**config.mk**
```make
export PLATFORM = sky130hd
export DESIGN_NAME = cnfcsc_cell
export DESIGN_NICKNAME = d
export VERILOG_FILES = /design/src/rtl/cnfcsc_pkg.sv /design/src/rtl/cnfcsc_cell.sv
export SDC_FILE = /design/constraint.sdc
export NUM_CORES = 1
export LEC_CHECK = 0
export ABC_CLOCK_PERIOD_IN_PS = 17300
export BUFFER_PORTS_ARGS = -buffer_cell sky130_fd_sc_hd__buf_2
export CELL_PAD_IN_SITES_DETAIL_PLACEMENT = 1
export CELL_PAD_IN_SITES_GLOBAL_PLACEMENT = 1
export CORE_MARGIN = 2
export CORE_UTILIZATION = 38
export DETAILED_ROUTE_END_ITERATION = 8
export PLACE_DENSITY_LB_ADDON = 0.1
export SLEW_MARGIN = 25
export SYNTH_ARGS = -nofsm -noshare
export SYNTH_HDL_FRONTEND = slang
export SYNTH_SLANG_ARGS = --single-unit
```
**constraint.sdc**
```tcl
create_clock -name aclk -period 17.3 [get_ports aclk]
set_input_delay 3.46 -clock aclk [delete_from_list [all_inputs] [get_ports aclk]]
set_output_delay 3.46 -clock aclk [all_outputs]
set_load 0.05 [all_outputs]
```
**src/rtl/cnfcsc_pkg.sv**
```systemverilog
// Shared types, field widths and command codes for the CNF clause satisfaction counter.
package cnfcsc_pkg;

    // Fixed field widths of the stream payloads and the configuration register.
    localparam int CLAUSE_COUNT_W = 9;
    localparam int INDEX_W        = 8;
    localparam int MASK_W         = 64;

    // Default sizing of the clause chain.
    localparam int DEF_MAX_CLAUSES   = 256;
    localparam int DEF_MAX_VARIABLES = 64;

    // Command codes carried in tuser.
    localparam logic CMD_LOAD = 1'b0;
    localparam logic CMD_EVAL = 1'b1;

    // Control part of a beat as it travels down the chain.
    typedef struct packed {
        logic               valid;
        logic               command;
        logic [INDEX_W-1:0] clause_index;
    } beat_ctl_t;

endpackage

```
**src/rtl/cnfcsc_cell.sv**
```systemverilog
// One clause cell of the chain: stores one clause and scores passing assignments.
module cnfcsc_cell
    import cnfcsc_pkg::*;
#(
    parameter int CELL_INDEX = 0,
    parameter int VAR_W      = DEF_MAX_VARIABLES,
    parameter int CNT_W      = CLAUSE_COUNT_W
) (
    input  logic             aclk,
    input  logic             aresetn,
    input  logic             en,
    input  logic [CNT_W-1:0] used,
    input  beat_ctl_t        ctl_in,
    input  logic [VAR_W-1:0] a_in,
    input  logic [VAR_W-1:0] b_in,
    input  logic [CNT_W-1:0] cnt_in,
    output beat_ctl_t        ctl_out,
    output logic [VAR_W-1:0] a_out,
    output logic [VAR_W-1:0] b_out,
    output logic [CNT_W-1:0] cnt_out
);

    logic [VAR_W-1:0] pos_reg;
    logic [VAR_W-1:0] neg_reg;
    beat_ctl_t        ctl_reg;
    logic [VAR_W-1:0] a_reg;
    logic [VAR_W-1:0] b_reg;
    logic [CNT_W-1:0] cnt_reg;
    logic [CNT_W-1:0] cnt_next;
    logic             index_match;
    logic             in_use;
    logic             hit;

    // Decode whether the passing beat addresses or counts this clause.
    assign index_match = (32'(ctl_in.clause_index) == CELL_INDEX);
    assign in_use      = (32'(used) > CELL_INDEX);
    assign hit         = |((a_in & pos_reg) | (~a_in & neg_reg));

    // An evaluate beat picks up one count when this clause is in use and satisfied.
    always_comb begin
        cnt_next = cnt_in;
        if (ctl_in.valid && (ctl_in.command == CMD_EVAL) && in_use && hit) begin
            cnt_next = cnt_in + CNT_W'(1);
        end
    end

    // Control travels with a reset valid bit.
    always_ff @(posedge aclk) begin
        if (!aresetn) begin
            ctl_reg <= '0;
        end else if (en) begin
            ctl_reg <= ctl_in;
        end
    end

    // Payload registers and the clause store need no reset.
    always_ff @(posedge aclk) begin
        if (en) begin
            a_reg   <= a_in;
            b_reg   <= b_in;
            cnt_reg <= cnt_next;
            if (ctl_in.valid && (ctl_in.command == CMD_LOAD) && index_match) begin
                pos_reg <= a_in;
                neg_reg <= b_in;
            end
        end
    end

    assign ctl_out = ctl_reg;
    assign a_out   = a_reg;
    assign b_out   = b_reg;
    assign cnt_out = cnt_reg;

endmodule

```
Word-level counts from Yosys, hierarchy flattened --
Cells that the tools add are included.
Storage, ports and cells: bits in registers 275, output and inout port bits 147, word-level logic and storage cells 24
Cells by class: $add $sub $neg 1, magnitude comparators 1, muxes and demuxes 1, bitwise logic cells 5, reduce and logical (&&, ||, !) cells 8
Operator list (number):
- bitwise AND 64 bit | 2
- NOT 64 bit | 1
- OR 64 bit | 1
- OR reduction 64 bit | 1
- adder 9 x 1 -> 9 bit, second input constant | 1
- greater-than comparator 9 x 1 -> 1 bit, second input constant | 1
- 2-to-1 mux 9 bit | 1
- logical NOT 8 bit | 1
- logical AND 1 bit | 5
- AND reduction 2 bit | 1
- NOT 1 bit | 1

Depth between registers and ports, before layout --
depth in word-level cells 6, mapped depth 6, gate-level depth less buffers 6

Worst setup path before layout --
No wires, ideal clock.
kind input to register, from input ctl_in[4] (netlist name), to register neg_reg[0] (enable), library setup time 0.943 ns, arrival time 15.870 ns, required time 16.357 ns, slack 0.486 ns, cell stages on the path 1, path buffers 0, cells stage by stage nor4_1
On the way: word-level cells in the longest chain between the ends 3
Ends and longest elaborated chain:
- start, declared | line cnfcsc_cell.sv:13 | input beat_ctl_t ctl_in,
- logical NOT 8 bit | line cnfcsc_cell.sv:35 | assign index_match = (32'(ctl_in.clause_index) == CELL_INDEX);
- logical AND 1 bit | line cnfcsc_cell.sv:62 | if (ctl_in.valid && (ctl_in.command == CMD_LOAD) && index_match) begin
- AND reduction 2 bit (no line)
- end signal, assigned | line cnfcsc_cell.sv:64 | neg_reg <= b_in;
- end, declared | line cnfcsc_cell.sv:24 | logic [VAR_W-1:0] neg_reg;
No other way between the ends. A chain may end at the register's enable or synchronous reset.

Worst setup path in the final report --
from input en, to register neg_reg[42] (enable)
On the way: word-level cells in the longest chain between the ends 1
Ends and longest elaborated chain:
- start, declared | line cnfcsc_cell.sv:11 | input logic en,
- AND reduction 2 bit (no line)
No other way between the ends.

==> impl_metrics.ini <==
[min_path]
worst_hold_startpoint = ctl_out[4]$_SDFFE_PN0P_
min_delay_path_depth = 2
hold_class = reg -> reg

[yosys]
synth.largest_area_cell = edfxtp_1
sequential_cell_area_fraction_in_the_yosys_report_pct = 85.6
synth_warnings = 0
yosys_register_bits = 275
synth.top_cell.area_share_pct = 83.5
ys_top_cells_by_area = edfxtp_1, mux2i_1, dfxtp_1, nand4_1, xnor2_1
synthesis.area_per_instance_um2 = 21.1
syn-instance-count = 451
synthDistinctLibCells = 21
netlist_area_um2 = 9530
mappedNetlistNets = 611

[timing]
tightest_slew_ps = 972
grt_setup_unrepaired = false
setup_viol = 0
fmax_mhz = 166
timing.final.crit_period_ps = 6020
fin_skew_ps = 10.8
fin_crit_sh_pct = 34.8
timing.final.max_slew_violations = 0
fin_tns_setup_ps = 0
slew-limit-headroom_pct = 35.2
timing.final.hold_violations = 0

[cts]
cts_hold_buffers = 0
postCtsResizedCells = 0
cts_setup_buffers = 0
cts_buffer_depth = 3
worst_skew_pair.late_latency_ps = 530
clock_tree_from_tritoncts = built
numClockSinks = 275
clk_transition_reported_paths_ps = 60
cts.htree.levels = 1
total_clock_buffers_created_by_cts = 29
clk_root_buffer_cell = clkbuf_16

[final_layout]
register_area_um2 = 8160
layout-area-overhead-vs-synth_pct = 31.5
most-common-layout-cells = buf_2, edfxtp_1, mux2i_1, clkbuf_16, nand4_1
nFillCells = 2372
most_common_cell_after_layout_fill_and_taps_aside = buf_2
stdcell_count = 1136
num-nets-final = 949
multi_input_comb_area_um2 = 1370
layout-drive-gt1-share_pct = 44.3

[global_route]
largest_net_degree_at_the_start_of_global_routing = 77
number_of_global_route_vias_before_repair = 5833
overflow = 0
antenna_found_initial = 1
grt.total_usage_pct = 16.9
grt_first_pass_wirelength_um = 34000

[critical_path]
cp.buffers_inverters = 3
crit_start = en
crit_fanout = 76
highest_delay_cell_along_the_critical_path = buf_4
path_cells = buf_6 -> nor4b_1 -> nand2_1 -> nor4_2 -> buf_4 -> buf_4
critical_path_cell_count = 6
slowest_delay_ps = 830
cp_data_arrival_time_ps = 6160
critical_path_class = in -> reg
critical_path.top_delay_family = buffers and inverters
timing.critical_path.required_ps = 17440
crit_top_cell = buf_4
endpoint_kind = flop
worst_setup_path_start_kind = input port
timing.rr.start = pos_reg[0]$_DFFE_PP_
reg2reg_depth = 6

[place]
place.detailed.hpwl_um = 16800
io_buffers = 305
finalWeightedCongestion = 0.787
dp_cells = 1082

[floorplanning]
core_region_area_um2 = 24500
initial_utilization_pct = 38.9
floorplan.die_area_um2 = 26400
fp-row-count = 57
io_pins = 306
die_height_um = 162
die_width_um = 162

[run_status]
outcome = completed

[detailed_routing]
post_drt_wl_per_cell_um = 20.0
postRouteAntennaNets = 0
drt_wl_total_um = 22700
num_vias = 5443
dr.pass1.iters = 4
detail_route.drc_violations = 0
avgViaCountPerCell = 4.79
drtIter0Drc = 297

[flow_run]
cap_viol_max_count = 0

[pwr]
ir_worst_vdd_mv = 0.0776
pwr_density_cell_nw_per_um2 = 128
cellLeakagePower_nw = 4.87
==> worst register-to-register path, stage by stage (launching register included) <==
cell and delay [ps]:
edfxtp_1 370, mux2i_1 250, nand4_1 210, nor4_1 500, nand2_1 260, o21bai_4 220, mux2_4 310
==> path summary, 6_finish.rpt <==
| kind | slack, ps | end |
|---|---|---|
| max | 11280 | neg_reg[42]$_DFFE_PP_ |
| min | 520 | ctl_out[4]$_SDFFE_PN0P_ |
| max reg2reg | 14940 | cnt_out[1]$_DFFE_PP_ |
| min reg2reg | 520 | ctl_out[4]$_SDFFE_PN0P_ |
==> power breakdown <==
group	internal (mW)	total [mW]	switching, mW
Combinational	0.0385	0.173	0.134
Sequential	0.760	0.767	0.00721
Clock	0.417	0.665	0.247
Total	1.22	1.60	0.389
==> layout make-up <==
cell class / count / area share (%)
antenna: 1 / 0.0200
clock buffer: 39 / 6.49
clock inverter: 14 / 1.79
inverter: 2 / 0.0599
multi-input combinational: 173 / 10.9
sequential: 275 / 65.1
tap: 324 / 3.24
timing repair buffer: 308 / 12.4
==> cells by family (layout without fill, tap and decap cells) <==
kind of cell	count (synthesis)	count (layout)	share of synthesized area [%]
flip-flops	275	275	85.6
AND/OR/NAND/NOR	81	81	4.90
multiplexers	75	75	7.93
AO/OA/AOI/OAI	8	8	0.565
XOR/XNOR	8	8	0.735
buffers and inverters	3	363	0.118
adder cells (fa/ha/maj)	1	1	0.131
other	0	1	0
==> per-stage QoR <==
stage	setup slack (ps)	area (um^2)	power [mW]	hold slack (ps)	utilization, %
after floorplan	486	9530	0.890	744	-
after global placement	10820	11500	0.953	502	47.0
after detailed placement	10680	11500	0.956	505	47.0
after CTS	11270	12500	1.62	521	51.2
after global routing	11010	12500	1.66	550	51.2
final	11280	12500	1.60	518	51.2
==> per-layer routing <==
layer	global-route usage, %	vias up	wire, um
met3	3.69	37	1390
met1	22.4	2698	9510
met2	28.2	198	11200
met5	0	-	0
li1	-	2510	-
met4	4.83	0	611
==> synthesized netlist by cell type, drive strengths merged <==
master  instances
edfxtp        265
o21bai          1
nor2            5
nand2          11
mux2i          74
nor2b          11
xnor2           8
dfxtp          10
mux2            1
clkbuf          1
o21ai           7
nand4          28
ha              1
nor4           10
nor3            5
and3            1
nor4b           2
nand3           8
inv             2
No activity file was read; power rests on OpenSTA's default activity.
